--- src/sv/tbg_pkg.sv ---
// Shared constants for the triangle tangent and bitangent block.
`timescale 1ns / 1ps
`default_nettype none
package tbg_pkg;
    localparam int DEF_WORD_BITS = 32;
    localparam int DEF_FRAC_BITS = 16;
    localparam int QUEUE_DEPTH = 2;
    localparam int CFG_BITS = 3;
    localparam logic [CFG_BITS-1:0] GROUP_SIZE_RESET = 3'd3;

    localparam int JOB_FIELDS = 10;
    localparam int J_DU1 = 0;
    localparam int J_DV1 = 1;
    localparam int J_DU2 = 2;
    localparam int J_DV2 = 3;
    localparam int J_EA0 = 4;
    localparam int J_EA1 = 5;
    localparam int J_EA2 = 6;
    localparam int J_EB0 = 7;
    localparam int J_EB1 = 8;
    localparam int J_EB2 = 9;

    localparam logic [2:0] C_DET = 3'd0;
    localparam logic [2:0] C_TX = 3'd1;
    localparam logic [2:0] C_TY = 3'd2;
    localparam logic [2:0] C_TZ = 3'd3;
    localparam logic [2:0] C_BX = 3'd4;
    localparam logic [2:0] C_BY = 3'd5;
    localparam logic [2:0] C_BZ = 3'd6;
endpackage
`default_nettype wire

--- src/sv/tbg_back.sv ---
// Back end: shared multiplier, determinant, and bit-serial rounded divider per component.
`timescale 1ns / 1ps
`default_nettype none
module tbg_back #(
    parameter int WORD_BITS = tbg_pkg::DEF_WORD_BITS,
    parameter int FRAC_BITS = tbg_pkg::DEF_FRAC_BITS
) (
    input  wire                                   clk,
    input  wire                                   rst_n,
    input  wire                                   pop_valid,
    output logic                                  pop_ready,
    input  wire  [tbg_pkg::JOB_FIELDS*(WORD_BITS+1)-1:0] pop_data,
    output logic                                  out_valid,
    input  wire                                   out_ready,
    output logic [WORD_BITS-1:0]                  tangent_x,
    output logic [WORD_BITS-1:0]                  tangent_y,
    output logic [WORD_BITS-1:0]                  tangent_z,
    output logic [WORD_BITS-1:0]                  bitangent_x,
    output logic [WORD_BITS-1:0]                  bitangent_y,
    output logic [WORD_BITS-1:0]                  bitangent_z,
    output logic                                  degenerate
);
    localparam int W = WORD_BITS;
    localparam int DW = W + 1;
    localparam int JW = tbg_pkg::JOB_FIELDS * DW;
    localparam int PRW = 2 * DW;
    localparam int SW = 2 * W + 3;
    localparam int MW = 2 * W + 2;
    localparam int NW = MW + FRAC_BITS + 2;
    localparam int CNTW = $clog2(W);

    localparam logic [2:0] S_IDLE = 3'd0;
    localparam logic [2:0] S_MA = 3'd1;
    localparam logic [2:0] S_MB = 3'd2;
    localparam logic [2:0] S_SUB = 3'd3;
    localparam logic [2:0] S_DIV = 3'd4;
    localparam logic [2:0] S_FIN = 3'd5;
    localparam logic [2:0] S_DONE = 3'd6;

    logic [2:0] state_reg;
    logic [2:0] comp_reg;
    logic [JW-1:0] job_reg;
    logic signed [PRW-1:0] prod_reg;
    logic signed [PRW-1:0] acc_reg;
    logic det_neg_reg;
    logic [MW-1:0] dmag_reg;
    logic neg_reg;
    logic [MW:0] rem_reg;
    logic [W-1:0] nlow_reg;
    logic [W-1:0] q_reg;
    logic [CNTW-1:0] cnt_reg;
    logic [W-1:0] res_reg [6];
    logic deg_reg;

    logic signed [DW-1:0] du1, dv1, du2, dv2, ea_sel, eb_sel, op_a, op_b;
    logic is_tan;
    logic signed [SW-1:0] diff;
    logic signed [SW-1:0] diff_abs;
    logic diff_neg;
    logic [MW-1:0] mag;
    logic [MW:0] dbl;
    logic [NW-1:0] num;
    logic [NW-1:0] num_hi;
    logic ovf;
    logic [MW+1:0] trial;
    logic trial_ge;
    logic [MW+1:0] trial_sub;
    logic [W-1:0] lim;
    logic [W-1:0] sat;
    logic [W-1:0] fin_val;

    assign du1 = job_reg[tbg_pkg::J_DU1*DW +: DW];
    assign dv1 = job_reg[tbg_pkg::J_DV1*DW +: DW];
    assign du2 = job_reg[tbg_pkg::J_DU2*DW +: DW];
    assign dv2 = job_reg[tbg_pkg::J_DV2*DW +: DW];

    always_comb
    begin
        unique case (comp_reg)
            tbg_pkg::C_TX, tbg_pkg::C_BX:
            begin
                ea_sel = job_reg[tbg_pkg::J_EA0*DW +: DW];
                eb_sel = job_reg[tbg_pkg::J_EB0*DW +: DW];
            end
            tbg_pkg::C_TY, tbg_pkg::C_BY:
            begin
                ea_sel = job_reg[tbg_pkg::J_EA1*DW +: DW];
                eb_sel = job_reg[tbg_pkg::J_EB1*DW +: DW];
            end
            default:
            begin
                ea_sel = job_reg[tbg_pkg::J_EA2*DW +: DW];
                eb_sel = job_reg[tbg_pkg::J_EB2*DW +: DW];
            end
        endcase
        is_tan = (comp_reg == tbg_pkg::C_TX) || (comp_reg == tbg_pkg::C_TY)
            || (comp_reg == tbg_pkg::C_TZ);
        if (comp_reg == tbg_pkg::C_DET)
        begin
            op_a = (state_reg == S_MA) ? du1 : du2;
            op_b = (state_reg == S_MA) ? dv2 : dv1;
        end
        else if (is_tan)
        begin
            op_a = (state_reg == S_MA) ? dv2 : dv1;
            op_b = (state_reg == S_MA) ? ea_sel : eb_sel;
        end
        else
        begin
            op_a = (state_reg == S_MA) ? du1 : du2;
            op_b = (state_reg == S_MA) ? eb_sel : ea_sel;
        end
    end

    always_comb
    begin
        diff = SW'(acc_reg) - SW'(prod_reg);
        diff_neg = diff[SW-1];
        diff_abs = diff_neg ? -diff : diff;
        mag = diff_abs[MW-1:0];
        dbl = {dmag_reg, 1'b0};
        num = (NW'(mag) << (FRAC_BITS + 1)) + NW'(dmag_reg);
        num_hi = num >> W;
        ovf = (num_hi >= NW'(dbl));
        trial = {rem_reg, nlow_reg[W-1]};
        trial_ge = (trial >= (MW+2)'(dbl));
        trial_sub = trial - (MW+2)'(dbl);
        lim = {1'b0, {(W-1){1'b1}}} + W'(neg_reg);
        sat = (q_reg > lim) ? lim : q_reg;
        fin_val = neg_reg ? (~sat + 1'b1) : sat;
    end

    assign pop_ready = (state_reg == S_IDLE);
    assign out_valid = (state_reg == S_DONE);
    assign tangent_x = res_reg[0];
    assign tangent_y = res_reg[1];
    assign tangent_z = res_reg[2];
    assign bitangent_x = res_reg[3];
    assign bitangent_y = res_reg[4];
    assign bitangent_z = res_reg[5];
    assign degenerate = deg_reg;

    always_ff @(posedge clk or negedge rst_n)
    begin
        if (!rst_n)
        begin
            state_reg <= S_IDLE;
            comp_reg <= tbg_pkg::C_DET;
        end
        else
        begin
            unique case (state_reg)
                S_IDLE:
                begin
                    if (pop_valid)
                    begin
                        comp_reg <= tbg_pkg::C_DET;
                        state_reg <= S_MA;
                    end
                end
                S_MA: state_reg <= S_MB;
                S_MB: state_reg <= S_SUB;
                S_SUB:
                begin
                    if (comp_reg == tbg_pkg::C_DET)
                    begin
                        if (diff == '0)
                        begin
                            state_reg <= S_DONE;
                        end
                        else
                        begin
                            comp_reg <= tbg_pkg::C_TX;
                            state_reg <= S_MA;
                        end
                    end
                    else
                    begin
                        state_reg <= ovf ? S_FIN : S_DIV;
                    end
                end
                S_DIV:
                begin
                    if (cnt_reg == '0)
                    begin
                        state_reg <= S_FIN;
                    end
                end
                S_FIN:
                begin
                    if (comp_reg == tbg_pkg::C_BZ)
                    begin
                        state_reg <= S_DONE;
                    end
                    else
                    begin
                        comp_reg <= comp_reg + 1'b1;
                        state_reg <= S_MA;
                    end
                end
                S_DONE:
                begin
                    if (out_ready)
                    begin
                        state_reg <= S_IDLE;
                    end
                end
                default: state_reg <= S_IDLE;
            endcase
        end
    end

    always_ff @(posedge clk)
    begin
        if (state_reg == S_IDLE && pop_valid)
        begin
            job_reg <= pop_data;
        end
        if (state_reg == S_MA || state_reg == S_MB)
        begin
            prod_reg <= op_a * op_b;
        end
        if (state_reg == S_MB)
        begin
            acc_reg <= prod_reg;
        end
        if (state_reg == S_SUB)
        begin
            if (comp_reg == tbg_pkg::C_DET)
            begin
                det_neg_reg <= diff_neg;
                dmag_reg <= mag;
                deg_reg <= (diff == '0);
                if (diff == '0)
                begin
                    for (int i = 0; i < 6; i++)
                    begin
                        res_reg[i] <= '0;
                    end
                end
            end
            else
            begin
                neg_reg <= diff_neg ^ det_neg_reg;
                if (ovf)
                begin
                    q_reg <= '1;
                end
                else
                begin
                    rem_reg <= num_hi[MW:0];
                    nlow_reg <= num[W-1:0];
                    cnt_reg <= CNTW'(W - 1);
                end
            end
        end
        if (state_reg == S_DIV)
        begin
            rem_reg <= trial_ge ? trial_sub[MW:0] : trial[MW:0];
            q_reg <= {q_reg[W-2:0], trial_ge};
            nlow_reg <= nlow_reg << 1;
            cnt_reg <= cnt_reg - 1'b1;
        end
        if (state_reg == S_FIN)
        begin
            res_reg[comp_reg - 3'd1] <= fin_val;
        end
    end
endmodule
`default_nettype wire

--- config.mk ---
export PLATFORM = sky130hd
export DESIGN_NAME = tbg_back
export DESIGN_NICKNAME = d
export VERILOG_FILES = /design/src/sv/tbg_pkg.sv /design/src/sv/tbg_back.sv
export SDC_FILE = /design/constraint.sdc
export NUM_CORES = 2
export LEC_CHECK = 0
export BUFFER_PORTS_ARGS = -buffer_cell sky130_fd_sc_hd__buf_2
export CORE_MARGIN = 2
export CORE_UTILIZATION = 45
export CTS_CLUSTER_SIZE = 10
export DETAILED_ROUTE_END_ITERATION = 7
export MAX_ROUTING_LAYER = met4
export PLACE_DENSITY_LB_ADDON = 0.2
export SLEW_MARGIN = 20
export SYNTH_ARGS = -nofsm -noshare
export SYNTH_HDL_FRONTEND = slang
export SYNTH_SLANG_ARGS = --single-unit
export TNS_END_PERCENT = 100
--- constraint.sdc ---
create_clock -name clk -period 10.5 [get_ports clk]
set_input_delay 0.525 -clock clk [delete_from_list [all_inputs] [get_ports clk]]
set_output_delay 0.525 -clock clk [all_outputs]
set_load 0.02 [all_outputs]
# Word-level counts from Yosys, hierarchy flattened

Memory sizes are Yosys's and may differ from the RTL's.
Index checks and enable logic that the tools add are counted.

Output and inout port bits: 195
Register bits after elaboration: 673
Memories kept: 1
Input bits: 334
RAM bits: 192
Logic and storage cells: 125

Order comparisons: 3
Equal/unequal tests: 20
Multiplexer cells: 52
Add/subtract/negate cells: 9
Bitwise logic cells: 4
$mul: 1
Reductions and logical operators: 21

Memories:

| memory  | words | width | rd ports | clocked after memory_dff | write ports | RTL line       | source |
|---|---|---|---|---|---|---|---|
| res_reg | 6     | 32    | 6        | 0                        | 6           | tbg_back.sv:52 | `logic [W-1:0] res_reg [6];` |

Operator list:

| kind                                                            | count |
|---|---|
| 32-bit 2-to-1 mux                                               | 11 |
| 67-bit 2-to-1 mux                                               | 5 |
| 33-bit 2-to-1 mux                                               | 8 |
| 33-bit one-hot mux with 2 select lines                          | 2 |
| 83-bit by 66-bit adder with 84-bit output                       | 1 |
| 68-bit by 67-bit >= comparator with 1-bit output                | 1 |
| 52-bit by 67-bit >= comparator with 1-bit output                | 1 |
| 67-bit zero test                                                | 1 |
| 66-bit by 66-bit subtractor with 67-bit output                  | 1 |
| 67-bit subtractor                                               | 1 |
| 33-bit by 33-bit multiplier with 66-bit output                  | 1 |
| 66-bit 2-to-1 mux                                               | 1 |
| 66-bit negation                                                 | 1 |
| 3-bit 2-to-1 mux                                                | 11 |
| 31-bit by 1-bit adder with 32-bit output, first input constant  | 1 |
| 32-bit by 1-bit adder with 32-bit output, second input constant | 1 |
| 32-bit > comparator                                             | 1 |
| 32-bit NOT                                                      | 1 |
| 32-bit OR reduction                                             | 1 |
| 3-bit one-hot mux with 7 select lines                           | 1 |
| 5-bit 2-to-1 mux                                                | 4 |
| 3-bit == test, second input constant                            | 6 |
| 3-bit by 2-bit == test with 1-bit output, second input constant | 4 |
| 3-bit AND reduction                                             | 4 |
| other kinds (19)                                                | 40 |

# Logic depth before layout (Yosys ltp)

Depth in word-level cells: 9
Mapped depth: 49

# Worst setup path after synthesis

Ideal clock, no wire load.

Kind: flip-flop to flip-flop
Start: reg comp_reg[2]
End: reg prod_reg[64] (data pin)
Slack: -0.661 ns
Library setup time: 0.258 ns
Arrival time: 10.903 ns
Period minus slack after synthesis: 11.161 ns
Cell stages (with the launch flop): 41
Cells stage by stage: dfrtp_1 -> clkbuf_1 -> inv_1 -> ha_1 -> o21ai_1 -> clkbuf_1 -> clkbuf_1 -> nand2_1 -> nand3_1 -> o21a_1 -> clkbuf_1 -> clkbuf_1 -> nand2_1 -> fa_1 -> inv_1 -> fa_1 -> fa_1 -> fa_1 -> [... 5 more ...] -> fa_1 -> ha_1 -> a21o_1 -> a21oi_1 -> o21ai_0 -> o31ai_1 -> a31oi_1 -> nand3_1 -> o31ai_1 -> a41oi_1 -> a2bb2oi_1 -> nor4b_1 -> nor2_1 -> a2111oi_0 -> o311a_1 -> o41a_1 -> a21oi_1 -> xnor2_1

Cells in the longest elaborated chain, start to end: 7

Ends and longest elaborated chain:

| item                                                             | RTL line                         | source |
|---|---|---|
| from (decl)                                                      | tbg_back.sv:41                   | `logic [2:0] comp_reg;` |
| from (signal assigned)                                           | tbg_back.sv:148                  | `comp_reg <= tbg_pkg::C_DET;` |
| from (signal assigned)                                           | tbg_back.sv:157                  | `comp_reg <= tbg_pkg::C_DET;` |
| from (signal assigned)                                           | tbg_back.sv:173                  | `comp_reg <= tbg_pkg::C_TX;` |
| 3-bit by 2-bit == test with 1-bit output (tied with other cells) | tbg_back.sv:79, tbg_back.sv:96   |  |
| 2-bit OR reduction                                               | tbg_back.sv:79                   | `unique case (comp_reg)` |
| 33-bit one-hot mux with 2 select lines                           | tbg_back.sv:79                   |  |
| 33-bit 2-to-1 mux (on tied branches)                             | tbg_back.sv:111, tbg_back.sv:106 |  |
| 33-bit 2-to-1 mux                                                | tbg_back.sv:103                  | `else if (is_tan)` |
| 33-bit 2-to-1 mux                                                | tbg_back.sv:98                   | `if (comp_reg == tbg_pkg::C_DET)` |
| 33-bit by 33-bit multiplier with 66-bit output *                 | tbg_back.sv:221                  | `prod_reg <= op_a * op_b;` |
| to (signal assigned)                                             | tbg_back.sv:221                  |  |
| to (decl)                                                        | tbg_back.sv:43                   | `logic signed [PRW-1:0] prod_reg;` |

Every way passes the cells marked *; elsewhere a longest branch is shown, timed or not.
A chain may end at the register's enable or synchronous reset.

# Worst setup path after layout

Start: reg comp_reg[0]
End: reg prod_reg[64] (data pin)

The elaborated chain is that of the path after synthesis.

==> results.env <==
OUTCOME='complete, but fails checks'
VIOLATED_CHECKS='setup timing'
MAX_REG_FLOPS=330
SYNTHESIS.AREA_PER_INSTANCE_UM2=10.0
POST_SYNTH_INST_COUNT=8609
CRIT_REQUIRED_NS=11.00
PERIOD_SHARE_PCT=100
VIAS_IN_THE_FIRST_GLOBAL_ROUTE=71010
ACHIEVABLE-FREQUENCY_MHz=94.8
CTS-ROOT-BUF='sky130_fd_sc_hd__clkbuf_16'
HPWL_REPORTED_AT_THE_END_OF_DETAILED_PLACEMENT_UM=212000
TRITONCTS.NUM_BUFFERS=103
FINALHOLDVIOLATIONS=0
SYNTH.LIB_CELLS_USED.DISTINCT=120
MULTI_INPUT_AREA_UM2=55200
SLEW_HEADROOM_PCT=28.7
DIEWIDTH_UM=442
ROUTE.FINAL.WIRE_LENGTH_UM=269000
SYN2LAYOUT_AREA_GROWTH_PCT=20.4
YOSYS_WARNINGS=0
FINAL.SETUP.WORST_SLACK_NS=-0.0430
CTS_MAX_PATH_BUFFERS=3
CRIT_FAMILY='adder cells'
TIMING.CRITICAL_PATH.SLOWEST_CELL_DELAY_NS=0.57
GRT_OVERFLOW=0
FLOORPLAN.IO_PINS=529
SYNTH.AREA.TOP_CELLS='sky130_fd_sc_hd__edfxtp_1, sky130_fd_sc_hd__fa_1, sky130_fd_sc_hd__ha_1'
SYNTH_SEQ_AREA_SHARE_PCT=30.0
FINALWORSTPATHREQUIREDPERIOD_NS=10.54
FILL_CELLS=16381
LAYOUT_CELLS_SIZED_ABOVE_1_PCT=16.0
CRITPATHBUFINV=13
PATH_MAX_FANOUT=10
GRT_FIRST_PASS_WIRELENGTH_UM=415000
SYNTH_EDF_COUNT=858
END_KIND='flip-flop'
WORST_PATH_MAX_DELAY_CELL='sky130_fd_sc_hd__fa_1'
CHIP_HEIGHT_UM=442
TNS_SETUP_NS=-0.0679
WORST_PIN_SLEW_NS=1.07
SYNTHARSTFLOPSHARE_PCT=0.694
TIMING_MAX_TRANSITION_VIOLATIONS_FINAL=0
WORSTSETUPSTARTPOINTTYPE='flip-flop'
DRT-INITIAL-DRC-COUNT=4805
GP_CONGESTION=0.949
CTS_TREE='yes'
DETAIL_ROUTE.FIRST_PASS.ITERATIONS=6
ANTENNA_FOUND_INITIAL=25
CRITICAL_PATH.MOST_COMMON_CELL='sky130_fd_sc_hd__fa_1'
POSTSYNTHNETCOUNT=10581
CTS_HTREE_LEVELS=3
DRT_DRC_VIOLATIONS_LEFT=0
CORE_AREA_UM2=190000
GRT_SETUP_UNREPAIRED='true'
PATH_CLASS='flip-flop to flip-flop'
CLK-INSERTION-DELAY-LATE_NS=0.79
FINAL_COMMON_CELL='sky130_fd_sc_hd__inv_1'
GRT_START_MAX_NET_PINS=175
NUMBER_OF_NETS_WITH_ANTENNA_VIOLATIONS_AFTER_DETAILED_ROUTING=0
FIN_SKEW_NS=0.101
FF_LATCH_AREA_UM2=25900
HIGHEST_COUNT_CELLS_IN_THE_LAYOUT_IGNORING_FILL_AND_TAPS='sky130_fd_sc_hd__inv_1, sky130_fd_sc_hd__nand2_1, sky130_fd_sc_hd__fa_1'
SYNTH_TOP_AREA_SHARE_PCT=29.8
NETLIST_AREA_UM2=86300
TRITONCTS_NUM_SINKS=865
HOLD_PATH_CLASS='input pin to flip-flop'
SETUP_VIOL_COUNT_FINAL=2
SYNTHDOMINANTAREACELLTYPE='sky130_fd_sc_hd__edfxtp_1'
PORT-BUFFER-COUNT=528
FP.DIEAREA_UM2=195000
VIA_COUNT=67709
CRITPATHARRIVALTIME_NS=11.04
DOMINANTREGCELLSYNTH='sky130_fd_sc_hd__edfxtp_1'
MAXCAPVIOLCOUNT=0
AVGROUTEDWIREPERCELL_UM=21.7
CORE.ROWCOUNT=160
AVGVIACOUNTPERCELL=5.47
START_UTIL_PCT=45.3
TRACK_USAGE_PCT=28.2
POSTLAYOUTCOREUTIL_PCT=54.6
CLK_PIN_SLEW_NS=0.05
NNETSFINAL=11770
POSTSYNTHREGISTERBITS=865
## metrics by stage
stage / setup slack [ns] / hold slack (ns) / instances / instance area [um^2]
after floorplan: -0.0980 / 0.229 / 8609 / 86300
after global placement: -0.577 / 0.397 / 11805 / 95900
after detailed placement: -0.779 / 0.404 / 11805 / 95900
after CTS: -0.0373 / 0.00132 / 12315 / 103000
after global routing: -0.426 / 0.00375 / 12383 / 104000
final: -0.0430 / 0.0472 / 12387 / 104000
## worst reg2reg max path: cells and delay by family (launching register included)
kind	cells	cell delay (ns)
xor gates and xnor gates	2	0.27
and+or+nand+nor	7	0.83
DFF	1	0.46
AOI/OAI and AO/OA	14	2.73
adders and majority gates	10	4.49
buffers and inverters	13	1.55
## per-layer routing
layer / part of all wire (%) / vias to the layer above / global-route usage, %
met5: 0 / - / -
met4: 4.7 / 0 / 11.1
met3: 6.7 / 643 / 4.13
met2: 47 / 2559 / 45.4
met1: 41 / 33836 / 36.0
li1: - / 30671 / -
## final timing paths
kind	from	endpoint	slack (ns)	cells past startpoint
hold / removal	pop_data[8]	job_reg[8]$_DFFE_PP_	0.05	1
setup / recovery	comp_reg[0]$_DFFE_PN0P_	prod_reg[64]$_DFFE_PP_	-0.04	46
hold reg to reg	prod_reg[41]$_DFFE_PP_	acc_reg[41]$_DFFE_PP_	0.43	0
max in group asynchronous	rst_n	comp_reg[1]$_DFFE_PN0P_	10.01	2
setup reg to reg	comp_reg[0]$_DFFE_PN0P_	prod_reg[64]$_DFFE_PP_	-0.04	46
min in group asynchronous	rst_n	state_reg[2]$_DFFE_PN0P_	0.21	2
## synth_stat cells, drive strengths merged (87+ instances only)
cell type,instances
nor2,587
nand2b,103
a21oi,523
fa,1148
inv,1273
clkbuf,345
xnor2,200
nand2,1195
xor2,95
nor2b,124
edfxtp,858
ha,490
nor3,104
and2,153
a21o,200
mux2i,87
o21ai,249
## final cells by class
| cell class | count | share of cell area, % |
|---|---|---|
| repair buffers | 1481 | 11.4 |
| diodes | 30 | 0.0722 |
| inverters | 1274 | 4.60 |
| clock buffers | 126 | 2.57 |
| well taps | 2511 | 3.02 |
| clock inverters | 27 | 0.307 |
| multi-input cells | 6073 | 53.1 |
| flip-flops and latches | 865 | 24.9 |
## cells by family after synthesis
| group | synth area share (%) |
|---|---|
| simple gates | 13.7 |
| buf+inv | 7.33 |
| fa+ha+maj | 33.7 |
| compound gates | 10.6 |
| flops | 30.0 |
| xor+xnor | 3.07 |
| mux | 1.56 |
## repair_timing
item / 4_1_cts / 5_1_grt
setup endpoints to repair: 13 / 147
hold buffers: 326 / 0
pin swaps: 12 / 53
hold endpoints to repair: 331 / 0
setup buffers: 28 / 36
resized for setup: 57 / 133
cloned: 3 / 6
Power is not shown: default switching activity piles up to over one toggle a cycle in this logic, so the estimate is an artifact.
