$ cat src/sv/tbg_pkg.sv
// Shared constants for the triangle tangent and bitangent block.
`timescale 1ns / 1ps
`default_nettype none
package tbg_pkg;
    localparam int DEF_WORD_BITS = 32;
    localparam int DEF_FRAC_BITS = 16;
    localparam int QUEUE_DEPTH = 2;
    localparam int CFG_BITS = 3;
    localparam logic [CFG_BITS-1:0] GROUP_SIZE_RESET = 3'd3;

    localparam int JOB_FIELDS = 10;
    localparam int J_DU1 = 0;
    localparam int J_DV1 = 1;
    localparam int J_DU2 = 2;
    localparam int J_DV2 = 3;
    localparam int J_EA0 = 4;
    localparam int J_EA1 = 5;
    localparam int J_EA2 = 6;
    localparam int J_EB0 = 7;
    localparam int J_EB1 = 8;
    localparam int J_EB2 = 9;

    localparam logic [2:0] C_DET = 3'd0;
    localparam logic [2:0] C_TX = 3'd1;
    localparam logic [2:0] C_TY = 3'd2;
    localparam logic [2:0] C_TZ = 3'd3;
    localparam logic [2:0] C_BX = 3'd4;
    localparam logic [2:0] C_BY = 3'd5;
    localparam logic [2:0] C_BZ = 3'd6;
endpackage
`default_nettype wire

$ cat src/sv/tbg_front.sv
// Front end: holds the first two vertices of a group and forms edge and texture deltas.
`timescale 1ns / 1ps
`default_nettype none
module tbg_front #(
    parameter int WORD_BITS = tbg_pkg::DEF_WORD_BITS
) (
    input  wire                                   clk,
    input  wire                                   rst_n,
    input  wire                                   in_valid,
    output logic                                  in_ready,
    input  wire  [WORD_BITS-1:0]                  pos_x,
    input  wire  [WORD_BITS-1:0]                  pos_y,
    input  wire  [WORD_BITS-1:0]                  pos_z,
    input  wire  [WORD_BITS-1:0]                  tex_u,
    input  wire  [WORD_BITS-1:0]                  tex_v,
    input  wire                                   quad,
    output logic                                  push_valid,
    input  wire                                   push_ready,
    output logic [tbg_pkg::JOB_FIELDS*(WORD_BITS+1)-1:0] push_data
);
    localparam int DW = WORD_BITS + 1;
    localparam logic [1:0] SLOT_V0 = 2'd0;
    localparam logic [1:0] SLOT_V1 = 2'd1;
    localparam logic [1:0] SLOT_V2 = 2'd2;
    localparam logic [1:0] SLOT_V3 = 2'd3;

    logic [1:0] corner_reg;
    logic [WORD_BITS-1:0] p0_reg [3];
    logic [WORD_BITS-1:0] p1_reg [3];
    logic [WORD_BITS-1:0] t0_reg [2];
    logic [WORD_BITS-1:0] t1_reg [2];
    logic accept;

    function automatic logic [DW-1:0] sdiff(input logic [WORD_BITS-1:0] a,
                                            input logic [WORD_BITS-1:0] b);
        return {a[WORD_BITS-1], a} - {b[WORD_BITS-1], b};
    endfunction

    assign push_valid = in_valid && (corner_reg == SLOT_V2);
    assign in_ready = (corner_reg != SLOT_V2) || push_ready;
    assign accept = in_valid && in_ready;

    always_comb
    begin
        push_data = '0;
        push_data[tbg_pkg::J_DU1*DW +: DW] = sdiff(t1_reg[0], t0_reg[0]);
        push_data[tbg_pkg::J_DV1*DW +: DW] = sdiff(t1_reg[1], t0_reg[1]);
        push_data[tbg_pkg::J_DU2*DW +: DW] = sdiff(tex_u, t0_reg[0]);
        push_data[tbg_pkg::J_DV2*DW +: DW] = sdiff(tex_v, t0_reg[1]);
        push_data[tbg_pkg::J_EA0*DW +: DW] = sdiff(p1_reg[0], p0_reg[0]);
        push_data[tbg_pkg::J_EA1*DW +: DW] = sdiff(p1_reg[1], p0_reg[1]);
        push_data[tbg_pkg::J_EA2*DW +: DW] = sdiff(p1_reg[2], p0_reg[2]);
        push_data[tbg_pkg::J_EB0*DW +: DW] = sdiff(pos_x, p0_reg[0]);
        push_data[tbg_pkg::J_EB1*DW +: DW] = sdiff(pos_y, p0_reg[1]);
        push_data[tbg_pkg::J_EB2*DW +: DW] = sdiff(pos_z, p0_reg[2]);
    end

    always_ff @(posedge clk or negedge rst_n)
    begin
        if (!rst_n)
        begin
            corner_reg <= SLOT_V0;
        end
        else if (accept)
        begin
            unique case (corner_reg)
                SLOT_V0: corner_reg <= SLOT_V1;
                SLOT_V1: corner_reg <= SLOT_V2;
                SLOT_V2: corner_reg <= quad ? SLOT_V3 : SLOT_V0;
                SLOT_V3: corner_reg <= SLOT_V0;
                default: corner_reg <= SLOT_V0;
            endcase
        end
    end

    always_ff @(posedge clk)
    begin
        if (accept && corner_reg == SLOT_V0)
        begin
            p0_reg[0] <= pos_x;
            p0_reg[1] <= pos_y;
            p0_reg[2] <= pos_z;
            t0_reg[0] <= tex_u;
            t0_reg[1] <= tex_v;
        end
        if (accept && corner_reg == SLOT_V1)
        begin
            p1_reg[0] <= pos_x;
            p1_reg[1] <= pos_y;
            p1_reg[2] <= pos_z;
            t1_reg[0] <= tex_u;
            t1_reg[1] <= tex_v;
        end
    end
endmodule
`default_nettype wire

$ cat config.mk
export PLATFORM = sky130hd
export DESIGN_NAME = tbg_front
export DESIGN_NICKNAME = d
export VERILOG_FILES = /design/src/sv/tbg_pkg.sv /design/src/sv/tbg_front.sv
export SDC_FILE = /design/constraint.sdc
export NUM_CORES = 1
export LEC_CHECK = 0
export ABC_AREA = 1
export BUFFER_PORTS_ARGS = -buffer_cell sky130_fd_sc_hd__clkbuf_2
export CAP_MARGIN = 25
export CORE_MARGIN = 2
export CORE_UTILIZATION = 45
export CTS_CLUSTER_DIAMETER = 30
export DETAILED_ROUTE_END_ITERATION = 12
export PLACE_DENSITY = 0.62
export SYNTH_ARGS = -nofsm -noshare
export SYNTH_HDL_FRONTEND = slang
export SYNTH_SLANG_ARGS = --single-unit
$ cat constraint.sdc
create_clock -name clk -period 24.3 [get_ports clk]
set_input_delay 4.86 -clock clk [delete_from_list [all_inputs] [get_ports clk]]
set_output_delay 4.86 -clock clk [all_outputs]
set_load 0.01 [all_outputs]
Word level (Yosys, flattened, before mapping)
Memory sizes are Yosys's and may differ from the RTL's.
Cells that the tools add are included.
- equality and inequality tests: 4
- add/subtract/negate cells: 10
- reduce and logical (&&, ||, !) cells: 6
- multiplexer cells: 6
- operator list (cell ; number):
    $sub A32 B32 Y33 ; 10
    $pmux W2 S4 ; 1
    $eq A2 B2 Y1 const B ; 2
    $logic_and A1 B1 Y1 ; 4
    $mux W1 ; 4
    $eq A2 B1 Y1 const B ; 1
    $logic_not A2 Y1 ; 1
    $mux W2 ; 1
    $ne A2 B2 Y1 const B ; 1
    $logic_or A1 B1 Y1 ; 1
- input port bits: 165
- bits in writable memories: 320
- output and inout bits: 332
- memories: 4
- register bits after elaboration: 2
- memory list (name ; depth ; width ; read ports ; clocked after Yosys merged registers in ; wr ports ; line ; source):
    p0_reg ; 3 ; 32 ; 3 ; 0 ; 3 ; tbg_front.sv:28 ; logic [WORD_BITS-1:0] p0_reg [3];
    p1_reg ; 3 ; 32 ; 3 ; 0 ; 3 ; tbg_front.sv:29 ; logic [WORD_BITS-1:0] p1_reg [3];
    t0_reg ; 2 ; 32 ; 2 ; 0 ; 2 ; tbg_front.sv:30 ; logic [WORD_BITS-1:0] t0_reg [2];
    t1_reg ; 2 ; 32 ; 2 ; 0 ; 2 ; tbg_front.sv:31 ; logic [WORD_BITS-1:0] t1_reg [2];

Depth between registers and ports, before layout
Gate-level depths: netlist (run 1).
- depth after elaboration: 6
- mapped depth: 14

Worst setup path after synthesis (run 1)
No wires, ideal clock.
- path type: input port to flip-flop
- start: in in_valid
- end: mem p0_reg[0][0] (netlist name), enable pin
- data arrival time: 15.680 ns
- library setup time: 0.877 ns
- path slack: 7.743 ns
- buffers on the path: 0
- stages on the path: 2
- path through: inv_1 -> nor3_1
- RTL lines (item ; line ; source):
    start: declaration ; tbg_front.sv:9 ; input wire in_valid,
    end: declaration ; tbg_front.sv:28 ;

Worst setup path after layout (run 1)
- start: in pos_x[0]
- end: out push_data[247] (netlist name)
- cells in the longest elaborated chain, start to end: 1
- RTL lines (item ; line ; source):
    start: declaration ; tbg_front.sv:11 ; input wire [WORD_BITS-1:0] pos_x,
    $sub A32 B32 Y33 ; tbg_front.sv:36 ; return {a[WORD_BITS-1], a} - {b[WORD_BITS-1], b};
    end: declaration ; tbg_front.sv:19 ; output logic [tbg_pkg::JOB_FIELDS*(WORD_BITS+1)-1:0] push_data
No other way between the ends.

==> results of run 1 <==
synthesized netlist by cell type:
master / instances / area (um^2)
dfrtp_1: 2 / 50.05
or2_1: 10 / 62.56
a21oi_2: 5 / 43.79
inv_1: 1430 / 5368
xor2_1: 130 / 1139
nor3_1: 21 / 105.1
o21ai_0: 2 / 10.01
o21bai_1: 10 / 75.07
ha_1: 320 / 4004
and2_1: 20 / 125.1
edfxtp_1: 320 / 9609
buf_6: 2 / 22.52
a21oi_1: 203 / 1016
or2_2: 2 / 12.51
fa_1: 10 / 200.2
nor2_2: 2 / 12.51
buf_4: 5 / 37.54
xnor2_1: 20 / 175.2
nor2_1: 413 / 1550
nand2_1: 2485 / 9328
nand3_2: 11 / 110.1
nand4_1: 40 / 250.2
nand3_1: 224 / 1121
a21o_1: 10 / 75.07
a41oi_1: 1 / 8.760
nand2_2: 59 / 369.1
through the flow:
| stage | power (mW) | utilization (%) | cells | cell area (um^2) | hold slack (ns) |
|---|---|---|---|---|---|
| 2_1_floorplan | 2.122 | - | 5757 | 34880 | 0.5640 |
| 3_3_place_gp | 2.832 | 50.15 | 7290 | 38660 | 0.6214 |
| 3_5_place_dp | 2.841 | 50.15 | 7290 | 38660 | 0.6273 |
| 4_1_cts | 3.773 | 53.14 | 7419 | 40970 | 0.6324 |
| 5_1_grt | 4.056 | 53.16 | 7423 | 40980 | 0.7088 |
| 6_report | 3.755 | 53.17 | 7428 | 40990 | 0.6308 |
power by group through the flow:
| stage | sequential (mW) | clock (mW) | combinational, mW |
|---|---|---|---|
| 2_1_floorplan | 0.790 | 0 | 1.33 |
| 3_3_place_gp | 0.759 | 0 | 2.07 |
| 3_5_place_dp | 0.762 | 0 | 2.08 |
| 4_1_cts | 0.753 | 0.930 | 2.09 |
| 5_1_grt | 0.760 | 0.958 | 2.34 |
| 6_report | 0.753 | 0.915 | 2.09 |
worst min-delay path by stage:
| stage | from | endpoint | depth (start not counted) |
|---|---|---|---|
| 2_1_floorplan | corner_reg[0]$_DFFE_PN0P_ | corner_reg[0]$_DFFE_PN0P_ | 3 |
| 3_3_place_gp | corner_reg[0]$_DFFE_PN0P_ | corner_reg[0]$_DFFE_PN0P_ | 3 |
| 3_5_place_dp | corner_reg[0]$_DFFE_PN0P_ | corner_reg[0]$_DFFE_PN0P_ | 2 |
| 4_1_cts | corner_reg[0]$_DFFE_PN0P_ | corner_reg[0]$_DFFE_PN0P_ | 2 |
| 5_1_grt | corner_reg[0]$_DFFE_PN0P_ | corner_reg[0]$_DFFE_PN0P_ | 2 |
| 6_report | corner_reg[0]$_DFFE_PN0P_ | corner_reg[0]$_DFFE_PN0P_ | 2 |
worst min-delay path: stages, from the launching register on:
cell and delay, ns:
dfrtp_1 0.39, inv_1 0.10, o21ai_0 0.09
layout make-up:
type | count | area share (%)
timing repair buffer | 500 | 6.160
clock buffer | 77 | 4.442
antenna | 9 | 0.05495
inverter | 1430 | 13.10
clock inverter | 52 | 1.187
multi-input combinational | 3998 | 48.32
tap | 1040 | 3.175
sequential | 322 | 23.57
cells by family after synthesis:
logic type      count (synthesis)  share of synthesized area [%]
xor+xnor                      150                          3.767
compound gates                231                          3.523
buf+inv                      1437                          15.56
fa+ha+maj                     330                          12.05
flops                         322                          27.69
simple gates                 3287                          37.40
per-layer routing:
metal	share of wire [%]	GRT usage, %
met5	0.063	0
met4	3.4	10.22
met3	6.6	5.187
met2	45	45.10
met1	45	34.41
==> results.sh, run 1 <==
export IMPL_r2r_start="corner_reg[1]$_DFFE_PN0P_"
export IMPL_ff_latch_area_um2=9659
export IMPL_p_comb_share_pct=55.6
export IMPL_fillers=8126
export IMPL_grt_max_degree=161
export IMPL_nNetsFinal=6818
export IMPL_grt_ovfl_total=0
export IMPL_seqPwrFrac_pct=20.0
export IMPL_cts_sinks=322
export IMPL_path_cells="clkbuf_2, inv_1, ha_1, fa_1, inv_1, nand2_1, nand2_1, nand3_1, nand2_2, nand2_1, nand2_2, xor2_1, clkbuf_2"
export IMPL_worstPathRequired_ns=19.44
export IMPL_setup_slack_ns=12.36
export IMPL_drt_pre_antenna_iters=7
export IMPL_peakVddDrop_mv=0.05477
export IMPL_syn2layout_area_growth_pct=17.51
export IMPL_cts_repair_resized=0
export IMPL_finalHoldViolCount=0
export IMPL_h_tree_depth=3
export IMPL_crit_start="pos_x[0]"
export IMPL_grt_pass1_vias=32280
export IMPL_min_path_type="flip-flop to flip-flop"
export IMPL_root_buffer="clkbuf_16"
export IMPL_drc=0
export IMPL_avgSynthCellArea_um2=6.059
export IMPL_critPathMaxFanout=3
export IMPL_final_antenna_net_count=0
export IMPL_status="finished, final reports clean"
export IMPL_cpLargestDelayFamily="adder cells"
export IMPL_critPathSlowestCell="fa_1"
export IMPL_ys_seq_area_share_pct=27.69
export IMPL_fin_crit_ns=11.94
export IMPL_tightest_slew_ns=0.9689
export IMPL_cp_end_kind="output port"
export IMPL_via_per_inst=4.643
export IMPL_ys_warn_count=0
export IMPL_wire_per_inst_um=14.72
export IMPL_cts_path_max_buffers=3
export IMPL_synthCells=5757
export IMPL_vias=34490
export IMPL_skew_ns=0.02747
export IMPL_rows=102
export IMPL_slew_viol_final=0
export IMPL_core_area_um2=77080
export IMPL_power_switching_mw=1.764
export IMPL_netlist_area_um2=34880
export IMPL_chipWidth_um=282.4
export IMPL_finalCritPeriodShare_pct=49.12
export IMPL_ff2ff_path_depth=3
export IMPL_critPathMaxStageDelay_ns=0.46
export IMPL_tritoncts="built"
export IMPL_max_cap_violations=0
export IMPL_post_cts_buffers=0
export IMPL_die_y_um=282.4
export IMPL_path_common_cell="nand2_1"
export IMPL_grt_pass1_wl_mm=167.3
export IMPL_path_buf_inv=4
export IMPL_antenna_found_initial=11
export IMPL_max_freq_mhz=83.79
export IMPL_dp_slack_ns=12.41
export IMPL_initial_core_util_pct=45.25
export IMPL_layout_common_cells="nand2_1 (2,485), inv_1 (1,430), clkbuf_2 (496)"
export IMPL_power_density_nw_per_um2=91.61
export IMPL_setup_viol=0
export IMPL_multi_input_area_um2=19810
export IMPL_port_buffers=496
export IMPL_clkPwrFrac_pct=24.4
export IMPL_critPathArrivalTime_ns=7.08
export IMPL_netlist_cell_type_count=26
export IMPL_numCtsBuffers=71
export IMPL_cp_depth=13
export IMPL_critPathKind="input port to output port"
export IMPL_holdBufCountCts=0
export IMPL_p_int_mw=1.991
export IMPL_grtUsageTotal_pct=26.97
export IMPL_layout_drive_gt1_share_pct=11.02
export IMPL_ff2ff_setup_slack_ns=21.83
export IMPL_worstSetupStartpointType="input port"
export IMPL_routabilityCongestion=0.9570
export IMPL_clk_pin_slew_ns=0.04
export IMPL_io_pins=497
export IMPL_first_iter_violations=1812
export IMPL_leakage_nw=25.50
export IMPL_tns_ns=0
export IMPL_hpwl_mm=94.39
export IMPL_grt_setup_unrepaired="no"
export IMPL_synth_nets=6252
export IMPL_slew_headroom_pct=35.40
export IMPL_die_area_um2=79750
export IMPL_drt_total_wl_mm=109.4
export IMPL_final_common_cell="nand2_1"
export IMPL_clk_insertion_delay_late_ns=0.61
export IMPL_crit_end="push_data[247]"
export IMPL_synth_seq_cells=322
export IMPL_rr_endpoint="t0_reg[0][53]$_DFFE_PP_"
export IMPL_p_sw_share_pct=46.98
Note: power is estimated with default switching activity, not from simulation.
==> run 2: changes to the inputs <==
==> constraint.sdc (replaced) <==
create_clock -name clk -period 12.4 [get_ports clk]
set_input_delay 2.48 -clock clk [delete_from_list [all_inputs] [get_ports clk]]
set_output_delay 2.48 -clock clk [all_outputs]
set_load 0.01 [all_outputs]
==> results.sh, run 2 (synthesis results as in run 1) <==
export IMPL_wire_per_inst_um=14.92
export IMPL_crit_end="push_data[247]"
export IMPL_max_freq_mhz=143.6
export IMPL_dp_slack_ns=5.422
export IMPL_holdPathStages=2
export IMPL_rr_endpoint="p1_reg[0][84]$_DFFE_PP_"
export IMPL_critPathKind="input port to output port"
export IMPL_grt_max_degree=63
export IMPL_drt_total_wl_mm=110.7
export IMPL_via_per_inst=4.685
export IMPL_cts_repair_resized=0
export IMPL_layout_common_cells="nand2_1 (2,485), inv_1 (1,430), clkbuf_2 (496)"
export IMPL_final_common_cell="nand2_1"
export IMPL_grtUsageTotal_pct=27.29
export IMPL_grt_pass1_vias=32820
export IMPL_critPathMaxFanout=3
export IMPL_layout_drive_gt1_share_pct=10.84
export IMPL_gr_usage_met1_pct=33.70
export IMPL_grt_pass1_wl_mm=169.1
export IMPL_post_cts_buffers=0
export IMPL_io_pins=497
export IMPL_setup_viol=0
export IMPL_drt_pre_antenna_iters=5
export IMPL_fillers=8152
export IMPL_slew_viol_final=0
export IMPL_min_path_type="flip-flop to flip-flop"
export IMPL_tritoncts="built"
export IMPL_tightest_slew_ns=0.8746
export IMPL_skew_ns=0.01527
export IMPL_rows=102
export IMPL_final_util_pct=53.31
export IMPL_setup_slack_ns=5.435
export IMPL_holdBufCountCts=0
export IMPL_peakVddDrop_mv=0.09835
export IMPL_grt_util_met2_pct=45.93
export IMPL_cts_path_max_buffers=3
export IMPL_cts_sinks=322
export IMPL_h_tree_depth=3
export IMPL_grt_setup_unrepaired="no"
export IMPL_port_buffers=496
export IMPL_finalCritPeriodShare_pct=56.17
export IMPL_finalHoldViolCount=0
export IMPL_r2r_start="corner_reg[1]$_DFFE_PN0P_"
export IMPL_final_antenna_net_count=0
export IMPL_drc=0
export IMPL_stdcell_count=7422
export IMPL_total_power_mw=7.478
export IMPL_vias=34770
export IMPL_critPathArrivalTime_ns=4.48
export IMPL_grt_ovfl_total=0
export IMPL_slew_headroom_pct=41.70
export IMPL_met3_usage_pct=6.492
export IMPL_ff2ff_setup_slack_ns=9.73
export IMPL_max_cap_violations=0
export IMPL_crit_start="pos_x[0]"
export IMPL_clk_pin_slew_ns=0.04
export IMPL_core_area_um2=77080
export IMPL_die_area_um2=79750
export IMPL_initial_core_util_pct=45.25
export IMPL_die_y_um=282.4
export IMPL_hpwl_mm=95.82
export IMPL_power_density_nw_per_um2=182.0
export IMPL_antenna_found_initial=13
export IMPL_placed_cells_incl_taps=7292
export IMPL_chipWidth_um=282.4
export IMPL_root_buffer="clkbuf_16"
export IMPL_gr_max_usage_layer="met2"
export IMPL_cp_end_kind="output port"
export IMPL_ff2ff_path_depth=4
export IMPL_nNetsFinal=6819
export IMPL_fin_crit_ns=6.965
export IMPL_status="finished, final reports clean"
export IMPL_worstPathRequired_ns=9.92
export IMPL_first_iter_violations=1554
export IMPL_clk_insertion_delay_late_ns=0.59
export IMPL_numCtsBuffers=70
export IMPL_routabilityCongestion=0.9550
export IMPL_leakage_nw=25.56
export IMPL_syn2layout_area_growth_pct=17.82
export IMPL_worstSetupStartpointType="input port"
export IMPL_tns_ns=0
## run 2: cell types whose count changed in the layout (fill, tap and decap cells not counted), sizes merged
| cell | before | now |
|---|---|---|
| bufinv | 3 | 11 |
| inv | 1443 | 1437 |
| clkinv | 26 | 21 |
| clkinvlp | 10 | 5 |
| clkbuf | 573 | 577 |
| diode | 9 | 5 |
| buf | 4 | 6 |
## run 2: area by class of cell
class                      instances  area (um^2)  area share, %
inverter                        1430         5368          13.06
clock buffer                      81         1857          4.518
clock inverter                    44        560.5          1.364
timing repair buffer             502         2527          6.150
tap                             1040         1301          3.166
sequential                       322         9659          23.50
multi-input combinational       3998        19810          48.21
antenna                            5        12.51        0.03045
## run 2: power breakdown
part           leakage [nW]  switching [mW]  internal [mW]
sequential             2.96          0.0525           1.42
clock                  1.16           0.604           1.30
combinational          21.4            2.76           1.34
total                  25.6            3.42           4.06
## run 2: worst min-delay path by stage
stage,start,endpoint
after floorplan,corner_reg[0]$_DFFE_PN0P_,corner_reg[0]$_DFFE_PN0P_
after global placement,corner_reg[0]$_DFFE_PN0P_,corner_reg[0]$_DFFE_PN0P_
after detailed placement,corner_reg[0]$_DFFE_PN0P_,corner_reg[0]$_DFFE_PN0P_
after CTS,corner_reg[0]$_DFFE_PN0P_,corner_reg[0]$_DFFE_PN0P_
after global routing,corner_reg[0]$_DFFE_PN0P_,p0_reg[0][62]$_DFFE_PP_
final,corner_reg[0]$_DFFE_PN0P_,corner_reg[0]$_DFFE_PN0P_
## run 2: critical path, cell delays in order
cell and delay, ns:
clkbuf_2 0.10, inv_1 0.04, ha_1 0.22, fa_1 0.41
inv_1 0.11, nand2_1 0.05, nand2_1 0.08, nand3_1 0.08
nand2_2 0.11, nand2_1 0.07, nand2_2 0.12, xor2_1 0.39
clkbuf_2 0.22
## run 2: per-layer routing
layer	share of wire (%)	up-vias
met5	0.078	-
met4	3.5	14
met3	7.3	179
met2	45	777
met1	44	15400
li1	-	18400
## run 2: per-stage QoR
step / hold WS, ns / area [um^2]
after floorplan: 0.5837 / 34880
after global placement: 0.6516 / 38670
after detailed placement: 0.6510 / 38670
after CTS: 0.6574 / 41080
after global routing: 0.7093 / 41090
final: 0.6532 / 41100
